## config.mk

```make
export PLATFORM = sky130hd
export DESIGN_NAME = ultrasonic_echo_ranger
export DESIGN_NICKNAME = d
export VERILOG_FILES = /design/src/sv/uer_pkg.sv /design/src/sv/uer_csr.sv /design/src/sv/uer_step.sv /design/src/sv/ultrasonic_echo_ranger.sv
export SDC_FILE = /design/constraint.sdc
export NUM_CORES = 1
export LEC_CHECK = 0
export BUFFER_PORTS_ARGS = -buffer_cell sky130_fd_sc_hd__buf_2
export CORE_ASPECT_RATIO = 1.2
export CORE_MARGIN = 2
export CORE_UTILIZATION = 36
export DETAILED_ROUTE_END_ITERATION = 7
export PLACE_DENSITY = 0.58
export SLEW_MARGIN = 20
export SYNTH_ARGS = -nofsm -noshare
export SYNTH_HDL_FRONTEND = slang
export SYNTH_SLANG_ARGS = --single-unit
```

## constraint.sdc

```tcl
create_clock -name clock -period 9.1 [get_ports clock]
set_clock_uncertainty 0.05 [all_clocks]
set_input_delay 1.365 -clock clock [delete_from_list [all_inputs] [get_ports clock]]
set_output_delay 1.365 -clock clock [all_outputs]
set_load 0.01 [all_outputs]
```

## src/sv/uer_pkg.sv

```systemverilog
// Shared types, register map and status codes for the ultrasonic echo ranger.
package uer_pkg;

   localparam int DIST_BITS   = 18;
   localparam int STATUS_BITS = 3;
   localparam int INDEX_BITS  = 3;

   localparam logic [DIST_BITS-1:0] DIST_MAX = '1;

   localparam logic [INDEX_BITS-1:0] REG_ENABLED  = 3'd0;
   localparam logic [INDEX_BITS-1:0] REG_TRIGGER  = 3'd1;
   localparam logic [INDEX_BITS-1:0] REG_TIMEOUT  = 3'd2;
   localparam logic [INDEX_BITS-1:0] REG_HOLDOFF  = 3'd3;
   localparam logic [INDEX_BITS-1:0] REG_SPEED    = 3'd4;
   localparam logic [INDEX_BITS-1:0] REG_MIN_DIST = 3'd5;
   localparam logic [INDEX_BITS-1:0] REG_MAX_DIST = 3'd6;

   localparam logic [STATUS_BITS-1:0] ST_OK       = 3'd0;
   localparam logic [STATUS_BITS-1:0] ST_NOECHO   = 3'd1;
   localparam logic [STATUS_BITS-1:0] ST_LONG     = 3'd2;
   localparam logic [STATUS_BITS-1:0] ST_RANGE    = 3'd3;
   localparam logic [STATUS_BITS-1:0] ST_DISABLED = 3'd4;

   typedef struct packed {
      logic                 enabled;
      logic [7:0]           trigger_ticks;
      logic [15:0]          timeout_ticks;
      logic [15:0]          holdoff_ticks;
      logic [15:0]          speed_factor;
      logic [DIST_BITS-1:0] min_distance;
      logic [DIST_BITS-1:0] max_distance;
   } cfg_type;

   localparam cfg_type CFG_RESET = '{
      enabled:       1'b0,
      trigger_ticks: 8'd10,
      timeout_ticks: 16'd30000,
      holdoff_ticks: 16'd1000,
      speed_factor:  16'd1124,
      min_distance:  18'd512,
      max_distance:  18'd102400
   };

   typedef struct packed {
      logic                   trigger_level;
      logic                   busy_res;
      logic                   result_valid;
      logic [STATUS_BITS-1:0] status;
      logic [DIST_BITS-1:0]   distance;
   } rsp_type;

endpackage

```

## src/sv/uer_csr.sv

```systemverilog
// APB-style configuration register file for the ultrasonic echo ranger.
module uer_csr (
   input  logic             clock,
   input  logic             reset,
   input  logic             csr_psel,
   input  logic             csr_penable,
   input  logic             csr_pwrite,
   input  logic [4:0]       csr_paddr,
   input  logic [31:0]      csr_pwdata,
   output logic [31:0]      csr_prdata,
   output logic             csr_pready,
   output uer_pkg::cfg_type cfg
);
   import uer_pkg::*;

   cfg_type                 cfg_ff;
   logic                    wr_en;
   logic [INDEX_BITS-1:0]   index;

   assign csr_pready = 1'b1;
   assign index      = csr_paddr[4:2];
   assign wr_en      = csr_psel && csr_penable && csr_pwrite && csr_pready;
   assign cfg        = cfg_ff;

   always_ff @(posedge clock) begin
      if (reset) begin
         cfg_ff <= CFG_RESET;
      end else if (wr_en) begin
         unique case (index)
            REG_ENABLED:  cfg_ff.enabled       <= csr_pwdata[0];
            REG_TRIGGER:  cfg_ff.trigger_ticks <= csr_pwdata[7:0];
            REG_TIMEOUT:  cfg_ff.timeout_ticks <= csr_pwdata[15:0];
            REG_HOLDOFF:  cfg_ff.holdoff_ticks <= csr_pwdata[15:0];
            REG_SPEED:    cfg_ff.speed_factor  <= csr_pwdata[15:0];
            REG_MIN_DIST: cfg_ff.min_distance  <= csr_pwdata[DIST_BITS-1:0];
            REG_MAX_DIST: cfg_ff.max_distance  <= csr_pwdata[DIST_BITS-1:0];
            default: ;
         endcase
      end
   end

   always_comb begin
      unique case (index)
         REG_ENABLED:  csr_prdata = {31'b0, cfg_ff.enabled};
         REG_TRIGGER:  csr_prdata = {24'b0, cfg_ff.trigger_ticks};
         REG_TIMEOUT:  csr_prdata = {16'b0, cfg_ff.timeout_ticks};
         REG_HOLDOFF:  csr_prdata = {16'b0, cfg_ff.holdoff_ticks};
         REG_SPEED:    csr_prdata = {16'b0, cfg_ff.speed_factor};
         REG_MIN_DIST: csr_prdata = {{(32-DIST_BITS){1'b0}}, cfg_ff.min_distance};
         REG_MAX_DIST: csr_prdata = {{(32-DIST_BITS){1'b0}}, cfg_ff.max_distance};
         default:      csr_prdata = 32'b0;
      endcase
   end

endmodule

```

## src/sv/uer_step.sv

```systemverilog
// Measurement sequencer: phase and tick counters, distance conversion and range check.
module uer_step #(
   parameter int COUNT_BITS = 17
) (
   input  logic             clock,
   input  logic             reset,
   input  logic             advance,
   input  logic             start_req,
   input  logic             echo_level,
   input  uer_pkg::cfg_type cfg,
   output uer_pkg::rsp_type rsp,
   output logic             trig_phase,
   output logic             trig_count_nonzero
);
   import uer_pkg::*;

   localparam int WIDE = COUNT_BITS + 16;
   localparam logic [COUNT_BITS-1:0] CNT_MAX = '1;

   localparam logic [2:0] PH_IDLE = 3'd0;
   localparam logic [2:0] PH_TRIG = 3'd1;
   localparam logic [2:0] PH_RISE = 3'd2;
   localparam logic [2:0] PH_HIGH = 3'd3;
   localparam logic [2:0] PH_HOLD = 3'd4;

   logic [2:0]            phase_ff, phase_in;
   logic [COUNT_BITS-1:0] tick_ff, tick_in;
   logic [COUNT_BITS-1:0] echo_ff, echo_in;
   logic [COUNT_BITS-1:0] tick_inc, echo_base, echo_inc;
   logic                  tick_over, echo_over;
   logic [WIDE-1:0]       product, scaled;
   logic [DIST_BITS-1:0]  dist_sat;

   assign tick_inc  = (tick_ff < CNT_MAX) ? tick_ff + 1'b1 : tick_ff;
   assign echo_base = (phase_ff == PH_RISE) ? '0 : echo_ff;
   assign echo_inc  = (echo_base < CNT_MAX) ? echo_base + 1'b1 : echo_base;
   assign tick_over = (WIDE'(tick_inc) > WIDE'(cfg.timeout_ticks)) || (tick_inc == CNT_MAX);
   assign echo_over = (WIDE'(echo_inc) > WIDE'(cfg.timeout_ticks)) || (echo_inc == CNT_MAX);

   assign product  = WIDE'(echo_ff) * WIDE'(cfg.speed_factor);
   assign scaled   = product >> 8;
   assign dist_sat = (scaled > WIDE'(DIST_MAX)) ? DIST_MAX : scaled[DIST_BITS-1:0];

   assign trig_phase         = (phase_ff == PH_TRIG);
   assign trig_count_nonzero = (tick_ff != '0);

   always_comb begin
      phase_in = phase_ff;
      tick_in  = tick_ff;
      echo_in  = echo_ff;
      rsp      = '0;
      unique case (phase_ff)
         PH_IDLE: begin
            if (start_req) begin
               if (!cfg.enabled) begin
                  rsp.result_valid = 1'b1;
                  rsp.status       = ST_DISABLED;
               end else begin
                  rsp.trigger_level = 1'b1;
                  if (cfg.trigger_ticks <= 8'd1) begin
                     phase_in = PH_RISE;
                     tick_in  = '0;
                  end else begin
                     phase_in = PH_TRIG;
                     tick_in  = COUNT_BITS'(1);
                  end
               end
            end
         end
         PH_TRIG: begin
            rsp.trigger_level = 1'b1;
            tick_in           = tick_inc;
            if (tick_inc >= COUNT_BITS'(cfg.trigger_ticks)) begin
               phase_in = PH_RISE;
               tick_in  = '0;
            end
         end
         PH_RISE, PH_HIGH: begin
            if (phase_ff == PH_RISE && !echo_level) begin
               tick_in = tick_inc;
               if (tick_over) begin
                  rsp.result_valid = 1'b1;
                  rsp.status       = ST_NOECHO;
                  phase_in         = PH_IDLE;
               end
            end else if (echo_level) begin
               phase_in = PH_HIGH;
               echo_in  = echo_inc;
               if (echo_over) begin
                  tick_in = '0;
                  if (cfg.holdoff_ticks == 16'd0) begin
                     rsp.result_valid = 1'b1;
                     rsp.status       = ST_LONG;
                     phase_in         = PH_IDLE;
                  end else begin
                     phase_in = PH_HOLD;
                  end
               end
            end else begin
               rsp.result_valid = 1'b1;
               phase_in         = PH_IDLE;
               if (dist_sat < cfg.min_distance || dist_sat > cfg.max_distance) begin
                  rsp.status = ST_RANGE;
               end else begin
                  rsp.status   = ST_OK;
                  rsp.distance = dist_sat;
               end
            end
         end
         PH_HOLD: begin
            tick_in = tick_inc;
            if (WIDE'(tick_inc) >= WIDE'(cfg.holdoff_ticks)) begin
               rsp.result_valid = 1'b1;
               rsp.status       = ST_LONG;
               phase_in         = PH_IDLE;
            end
         end
         default: phase_in = PH_IDLE;
      endcase
      rsp.busy_res = (phase_in != PH_IDLE);
   end

   always_ff @(posedge clock) begin
      if (reset) begin
         phase_ff <= PH_IDLE;
         tick_ff  <= '0;
         echo_ff  <= '0;
      end else if (advance) begin
         phase_ff <= phase_in;
         tick_ff  <= tick_in;
         echo_ff  <= echo_in;
      end
   end

endmodule

```

## src/sv/ultrasonic_echo_ranger.sv

```systemverilog
// Top level of the ultrasonic echo ranger: input register, sequencer, result register, CSRs.
//
// Each req_ word is one microsecond tick carrying the echo pin sample and a
// start request; each tick yields exactly one rsp_ word with the trigger drive,
// busy flag and, on the tick a measurement ends, its status and distance.
// A word is taken when valid is high and stall is low on its channel.
// An accepted req_ word goes into the input register; its rsp_ word is then
// loaded into the result register. Throughput: one word per cycle while rsp_stall is low,
// set by the sequencer update and the one 16-bit by COUNT_BITS
// multiply feeding the distance check ahead of the result register.
// When rsp_stall is high on a valid result the result register holds; an empty input register
// still takes one more word, then req_stall rises until the result is taken.
// Reset (synchronous, active high) empties both registers, returns the
// sequencer to idle with cleared counters and loads the default register
// values; measurements stay disabled until the enable register is written.
// Write configuration only while no measurement is running.
module ultrasonic_echo_ranger #(
   parameter int COUNT_BITS = 17
) (
   input  logic        clock,
   input  logic        reset,
   input  logic        req_valid,
   output logic        req_stall,
   input  logic        req_start_req,
   input  logic        req_echo_level,
   output logic        rsp_valid,
   input  logic        rsp_stall,
   output logic        rsp_trigger_level,
   output logic        rsp_busy_res,
   output logic        rsp_result_valid,
   output logic [2:0]  rsp_status,
   output logic [17:0] rsp_distance,
   input  logic        csr_psel,
   input  logic        csr_penable,
   input  logic        csr_pwrite,
   input  logic [4:0]  csr_paddr,
   input  logic [31:0] csr_pwdata,
   output logic [31:0] csr_prdata,
   output logic        csr_pready
);
   import uer_pkg::*;

   cfg_type cfg;
   rsp_type step_rsp;
   rsp_type rsp_ff;
   logic    in_valid_ff, in_start_ff, in_echo_ff;
   logic    rsp_valid_ff;
   logic    out_ready, advance;
   logic    trig_phase, trig_count_nonzero;

   assign out_ready = !rsp_valid_ff || !rsp_stall;
   assign advance   = in_valid_ff && out_ready;
   assign req_stall = in_valid_ff && !out_ready;

   uer_csr u_csr (
      .clock       (clock),
      .reset       (reset),
      .csr_psel    (csr_psel),
      .csr_penable (csr_penable),
      .csr_pwrite  (csr_pwrite),
      .csr_paddr   (csr_paddr),
      .csr_pwdata  (csr_pwdata),
      .csr_prdata  (csr_prdata),
      .csr_pready  (csr_pready),
      .cfg         (cfg)
   );

   uer_step #(
      .COUNT_BITS (COUNT_BITS)
   ) u_step (
      .clock              (clock),
      .reset              (reset),
      .advance            (advance),
      .start_req          (in_start_ff),
      .echo_level         (in_echo_ff),
      .cfg                (cfg),
      .rsp                (step_rsp),
      .trig_phase         (trig_phase),
      .trig_count_nonzero (trig_count_nonzero)
   );

   always_ff @(posedge clock) begin
      if (reset) begin
         in_valid_ff  <= 1'b0;
         rsp_valid_ff <= 1'b0;
      end else begin
         if (!req_stall) begin
            in_valid_ff <= req_valid;
         end
         if (out_ready) begin
            rsp_valid_ff <= in_valid_ff;
         end
      end
   end

   always_ff @(posedge clock) begin
      if (!req_stall) begin
         in_start_ff <= req_start_req;
         in_echo_ff  <= req_echo_level;
      end
      if (advance) begin
         rsp_ff <= step_rsp;
      end
   end

   assign rsp_valid         = rsp_valid_ff;
   assign rsp_trigger_level = rsp_ff.trigger_level;
   assign rsp_busy_res      = rsp_ff.busy_res;
   assign rsp_result_valid  = rsp_ff.result_valid;
   assign rsp_status        = rsp_ff.status;
   assign rsp_distance      = rsp_ff.distance;

   a_status_needs_result: assert property (@(posedge clock) disable iff (reset)
      rsp_valid_ff && rsp_ff.status != ST_OK |-> rsp_ff.result_valid)
      else $error("status set without a finished measurement");

   a_distance_only_ok: assert property (@(posedge clock) disable iff (reset)
      rsp_valid_ff && rsp_ff.distance != '0 |-> rsp_ff.result_valid && rsp_ff.status == ST_OK)
      else $error("distance reported without an ok result");

   a_refused_start_idle: assert property (@(posedge clock) disable iff (reset)
      rsp_valid_ff && rsp_ff.status == ST_DISABLED |-> !rsp_ff.busy_res && !rsp_ff.trigger_level)
      else $error("refused start left the block busy or triggering");

   a_trigger_count: assert property (@(posedge clock) disable iff (reset)
      trig_phase |-> trig_count_nonzero)
      else $error("trigger phase entered with a zero tick count");

   a_stall_holds_input: assert property (@(posedge clock) disable iff (reset)
      req_stall |=> in_valid_ff)
      else $error("input register lost a word while stalled");

endmodule
```

==> results.yml, run 1 <==
critical_path:
  crit_slowest_cell: "fa_1"
  ff2ff_setup_slack_ns: 0.22
  arrival_ns: 9.05
  crit_top_cell: "buf_4"
  worst_r2r_endpoint: "rsp_distance[2]"
  endpoint: "rsp_distance[2]"
  critPathLaunch: "u_step.echo_ff[11]"
  crit_fanout: 6
  max_stage_delay_ns: 0.59
  worstPathRequired_ns: 9.27
  critPathLaunchType: "flop"
  rr_worst_depth: 41
  crit_type: "reg2reg"
  crit_path_end_kind: "flop"
  reg2reg_from: "u_step.echo_ff[11]"
  critPathTopFamily: "adder cells"
  crit_buf_inv: 23
  worst-path-stages: 41
detailed_routing:
  drc: 0
  routed_wirelength_mm: 58.98
  vias_per_cell: 5.173
  drtPass1Iterations: 5
  wl_per_cell_um: 18.05
  antenna_left: 0
  vias: 16910
  drtIter0Drc: 849
flow_run:
  cap_violations: 0
placement:
  hpwl_mm: 47.84
  portBuffers: 73
  dpl-instance-area_um2: 21490
  place_congestion: 0.9183
cells_and_area:
  drive_above_1_share_pct: 18.23
  diodes: 0
  syn_to_final_growth_pct: 18.54
  fin_nets: 2991
  fin_util_pct: 42.91
  stdcell_area_um2: 22920
  fill_cells: 5344
cts:
  cts_max_level: 4
  cts_sinks: 158
  clock_latency_ns: 0.46
  cts_max_path_buffers: 2
  cts_buffers: 17
  cts_tree: "yes"
  cts.clk_slew.worst_paths_ns: 0.07
  cts_root_buf: "clkbuf_16"
logic_synthesis:
  postSynthCellCount: 2352
  synth_top_area_cell: "fa_1"
  synth_top_area_share_pct: 21.43
  synth-seq-cells: 158
  syn_avg_cell_area_um2: 8.221
  syn_area_um2: 19340
  ys_types: 97
  netlist_top_cells_count: "nand2_1, inv_1, fa_1"
  ys.flop_type: "dfxtp_1"
  synth_edf_count: 26
  synthMostInstantiatedCell: "nand2_1"
  synth_async_sr_flop_share_pct: 0
  ys_warn_count: 0
  synth_area_leaders: "fa_1, dfxtp_1, ha_1, nand2_1, inv_1"
  synth_seq_area_share_pct: 17.70
floorplanning:
  die-area_um2: 55590
  core_area_um2: 53410
  die_y_um: 257.9
  die_x_um: 215.6
  rows: 93
  initial_core_util_pct: 36.20
  io_pins: 105
power_and_ir_drop:
  p_per_area_nw_per_um2: 71.76
  p_leak_uw: 0.01067
  finalPower_uw: 1645
  peakVddDrop_uv: 127.1
global_routing:
  grtUsageTotal_pct: 21.42
  overflow: 0
  antenna_found_initial: 0
  grt_pass1_wl_mm: 93.96
  first_global_vias: 17610
  grt_max_degree: 99
run_status:
  status: "completed"
timing:
  slew_headroom_pct: 27.90
  setup_viol_count_final: 0
  tightest_slew_ns: 1.082
  fin_crit_sh_pct: 97.56
  period_minus_slack_ns: 8.878
  maxSlewViolCount: 0
  hold_viol_final: 0
  fmax_mhz: 112.6
worst_hold_path:
  hold_path_class: "reg2reg"
-- per-stage QoR --
step	hold slack (ns)	TNS, ns	std cells	setup WS, ns
after floorplan	0.3863	0	2365	0.3488
after global placement	0.3957	-5.059	3197	-0.2626
after detailed placement	0.4034	-7.842	3197	-0.4183
after CTS	0.4139	0	3244	0.001124
after global routing	0.4294	-0.9632	3268	-0.09973
final	0.4120	0	3268	0.2217
-- cell type report --
class / count / area [um2] / share of cell area, %
clock inverter: 15 / 156.4 / 0.6824
inverter: 334 / 1254 / 5.470
multi-input combinational: 1733 / 14490 / 63.23
clock buffer: 17 / 425.4 / 1.856
tap: 712 / 890.9 / 3.887
timing repair buffer: 299 / 2200 / 9.597
sequential: 158 / 3501 / 15.27
-- registers in the layout, summed over array words and instances, names as in the netlist --
register,count
u_csr.cfg,93
rsp_distance,18
u_step.echo_ff,17
u_step.tick_ff,17
rsp_status,3
u_step.phase_ff,3
in_echo_ff,1
in_start_ff,1
in_valid_ff,1
rsp_busy_res,1
rsp_result_valid,1
rsp_trigger_level,1
rsp_valid,1
-- where the power goes --
part | switching [uW] | total [uW] | internal (uW)
Combinational | 121 | 190 | 69.0
Sequential | 12.8 | 728 | 715
Clock | 358 | 726 | 369
Total | 491 | 1640 | 1150
-- cell usage in the layout (no fill, tap or decap), types with 34 or more instances in the layout --
| master | count |
|---|---|
| dfxtp_1 | 104 |
| buf_2 | 72 |
| nor2b_1 | 35 |
| buf_4 | 209 |
| and2_1 | 129 |
| o21ai_0 | 56 |
| inv_1 | 328 |
| a21oi_1 | 136 |
| fa_1 | 204 |
| nand2_1 | 377 |
| nor2_1 | 111 |
| ha_1 | 179 |
| nand3_1 | 34 |
-- timing repair --
item                                    in CTS  in global routing
hold buffers                                 0                  0
gates resized for setup                     25                116
pin swaps                                    1                 50
endpoints found under the setup margin      20                 20
gates cloned                                 0                  3
setup buffers                               15                 21
-- worst min-delay path: cells and delay by family, from the launching register on --
kind	cells	cell delay (ns)
and+or+nand+nor	1	0.05
DFF	1	0.32
AOI/OAI and AO/OA	1	0.05
-- cells by family (layout without fill, tap and decap cells) --
logic type	after synthesis	count (layout)	share of synthesized area, %
AND/OR/NAND/NOR	865	865	22.40
buffers and inverters	474	665	9.655
adder cells (fa/ha/maj)	402	402	34.05
AO/OA/AOI/OAI	380	380	12.76
flip-flops	158	158	17.70
XOR/XNOR	44	44	1.993
multiplexers	27	27	1.404
other	2	15	0.03884
-- routing by layer --
| layer | vias to the layer above | GRT usage, % | part of all wire, % |
|---|---|---|---|
| li1 | 8061 | - | - |
| met1 | 8289 | 26.07 | 42 |
| met2 | 446 | 39.34 | 51 |
| met3 | 109 | 1.873 | 3.7 |
| met4 | 0 | 7.739 | 3.7 |
| met5 | - | 0 | 0 |
-- worst min-delay path by stage --
stage / end / from / slack [ns] / depth (start not counted)
after floorplan: u_csr.cfg[10] / u_csr.cfg[10] / 0.39 / 2
after global placement: u_csr.cfg[8] / u_csr.cfg[8] / 0.40 / 2
after detailed placement: u_csr.cfg[13] / u_csr.cfg[13] / 0.40 / 2
after CTS: u_csr.cfg[13] / u_csr.cfg[13] / 0.41 / 2
after global routing: u_csr.cfg[8] / u_csr.cfg[8] / 0.43 / 2
final: u_csr.cfg[11] / u_csr.cfg[11] / 0.41 / 2
Note: power is estimated with default switching activity, not from simulation.
==> run 2: changes to the inputs <==
--- a/config.mk
+++ b/config.mk
@@ -8,9 +8,10 @@
 export BUFFER_PORTS_ARGS = -buffer_cell sky130_fd_sc_hd__buf_2
 export CORE_ASPECT_RATIO = 1.2
 export CORE_MARGIN = 2
-export CORE_UTILIZATION = 36
+export CORE_UTILIZATION = 58
 export DETAILED_ROUTE_END_ITERATION = 7
-export PLACE_DENSITY = 0.58
+export GPL_TIMING_DRIVEN = 0
+export PLACE_DENSITY = 0.83
 export SLEW_MARGIN = 20
 export SYNTH_ARGS = -nofsm -noshare
 export SYNTH_HDL_FRONTEND = slang
==> run 2 against run 1 <==
The flow now finishes with violations (setup timing). Sequential power is essentially flat. Sequential cell count is the same. Non-clock buffer count shrank 5. Clock power grew 5.4%. Critical endpoint is now rsp_distance[17]. Power grew 3.2%. Combinational power grew 9%. Register-to-register slack lost 0.36 ns. Cell area shrank 0.98%. Highest routed layer unchanged. Routed wire length grew 9.6%.
==> results.yml, run 2 (synthesized netlist as in run 1, its figures left out) <==
run_status:
  status: "complete, but fails checks"
  violations: "setup timing"
critical_path:
  worstPathRequired_ns: 9.36
  reg2reg_from: "u_step.echo_ff[5]"
  critPathLaunchType: "flop"
  ff2ff_setup_slack_ns: -0.14
  crit_type: "reg2reg"
  critPathLaunch: "u_step.echo_ff[5]"
  endpoint: "rsp_distance[17]"
  worst_r2r_endpoint: "rsp_distance[17]"
  crit_top_cell: "fa_1"
  critPathTopFamily: "adder cells"
  rr_worst_depth: 34
  crit_buf_inv: 8
  crit_fanout: 6
  crit_path_end_kind: "flop"
  worst-path-stages: 34
  max_stage_delay_ns: 0.70
  arrival_ns: 9.50
  crit_slowest_cell: "fa_1"
timing:
  period_minus_slack_ns: 9.242
  maxSlewViolCount: 0
  fmax_mhz: 108.2
  setup_tns_ns: -2.208
  setup_slack_ns: -0.1424
  rsz0062_at_grt: "yes"
  holdWs_ns: 0.4072
  hold_viol_final: 0
  tightest_slew_ns: 1.090
  setup_viol_count_final: 19
  slew_headroom_pct: 27.34
  fin_crit_sh_pct: 101.6
detailed_routing:
  vias_per_cell: 6.071
  wl_per_cell_um: 21.53
  vias: 18230
  antenna_left: 0
  drc: 0
  drtPass1Iterations: 8
  routed_wirelength_mm: 64.66
  drtIter0Drc: 1947
global_routing:
  grtUsageTotal_pct: 36.51
  grt_pass1_wl_mm: 96.92
  grt_max_degree: 33
  overflow: 0
  first_global_vias: 18350
  antenna_found_initial: 1
cells_and_area:
  largest_register_ffs: 93
  stdcell_area_um2: 22700
  fin_cells: 3003
  syn_to_final_growth_pct: 17.37
  final_common_cell: "nand2_1"
  top_register: "u_csr.cfg"
  drive_above_1_share_pct: 16.77
  fin_nets: 2987
  final_cell_mix: "nand2_1, inv_1, fa_1, ha_1, a21oi_1"
cts:
  cts_sinks: 158
  cts_max_level: 4
  clock_latency_ns: 0.45
  cts_root_buf: "clkbuf_16"
  cts_tree: "yes"
  cts.clk_slew.worst_paths_ns: 0.07
  holdBufCountCts: 0
  cts_buffers: 17
  cts_max_path_buffers: 2
placement:
  place_congestion: 1.015
  dpl-instance-area_um2: 20310
  dp_cells: 2888
  portBuffers: 73
  hpwl_mm: 47.68
floorplanning:
  die_y_um: 204.0
  die-area_um2: 34820
  initial_core_util_pct: 58.64
  io_pins: 105
  core_area_um2: 32970
  die_x_um: 170.7
  rows: 73
power_and_ir_drop:
  p_leak_uw: 0.01050
  p_per_area_nw_per_um2: 74.80
  peakVddDrop_uv: 145.2
  finalPower_uw: 1698
worst_hold_path:
  hold_path_class: "reg2reg"
flow_run:
  cap_violations: 0
==> run 2: cell count changes in the layout (fill, tap and decap cells not counted), sizes merged <==
cell,change
clkinv,-1
diode,+1
bufinv,+3
inv,-11
or4,+1
buf,-69
clkinvlp,+3
clkbuf,+70
==> run 2: worst min-delay path by stage <==
stage	start	endpoint	slack (ns)	cells after the start
2_1_floorplan	u_csr.cfg[10]	u_csr.cfg[10]	0.39	2
3_3_place_gp	u_csr.cfg[9]	u_csr.cfg[9]	0.39	2
3_5_place_dp	u_csr.cfg[8]	u_csr.cfg[8]	0.40	2
4_1_cts	u_csr.cfg[8]	u_csr.cfg[8]	0.41	2
5_1_grt	u_csr.cfg[13]	u_csr.cfg[13]	0.43	2
6_report	u_csr.cfg[8]	u_csr.cfg[8]	0.41	2
==> run 2: through the flow <==
| stage | util (%) | worst slack [ns] |
|---|---|---|
| after global routing | 68.83 | -0.3648 |
| after floorplan | - | 0.3488 |
| after CTS | 66.08 | 0.01074 |
| after global placement | 61.61 | -1.440 |
| final | 68.83 | -0.1424 |
| after detailed placement | 61.61 | -1.488 |
==> run 2: what timing repair did <==
item / in CTS / in global routing
resized for setup: 201 / 123
setup endpoints to repair: 20 / 20
pin swaps: 24 / 69
endpoints found under the hold margin: 0 / 0
setup buffers: 31 / 64
gates cloned: 1 / 5
==> run 2: area by class of cell <==
class	instances	area [um2]
diodes	1	2.502
plain buffers	121	982.2
clock buffers	23	490.5
clock inverters	9	131.4
fillers	2458	10280
inverters	334	1254
multi-input cells	1734	14540
flip-flops and latches	158	3505
well taps	450	563.0
repair buffers	173	1231
==> run 2: routing by layer <==
metal	vias to the layer above	GRT usage (%)	part of all wire (%)	wire (um)
li1	8053	-	-	-
met1	8689	42.29	35	22810
met2	1136	60.76	47	30360
met3	353	6.971	9.7	6250
met4	0	25.52	8.1	5243
met5	-	0	0	0
==> run 2: worst register-to-register path, delay by kind of cell (launching register included) <==
family                     cells  cell delay, ns
AOI/OAI and AO/OA              8            1.19
and+or+nand+nor               10            2.52
DFF                            1            0.34
buffers and inverters          8            1.07
adders and majority gates      8            3.93
==> run 2: power by group <==
group	internal (uW)	switching [uW]
Clock	464	301
Combinational	73.2	134
Sequential	716	9.42
Total	1250	445
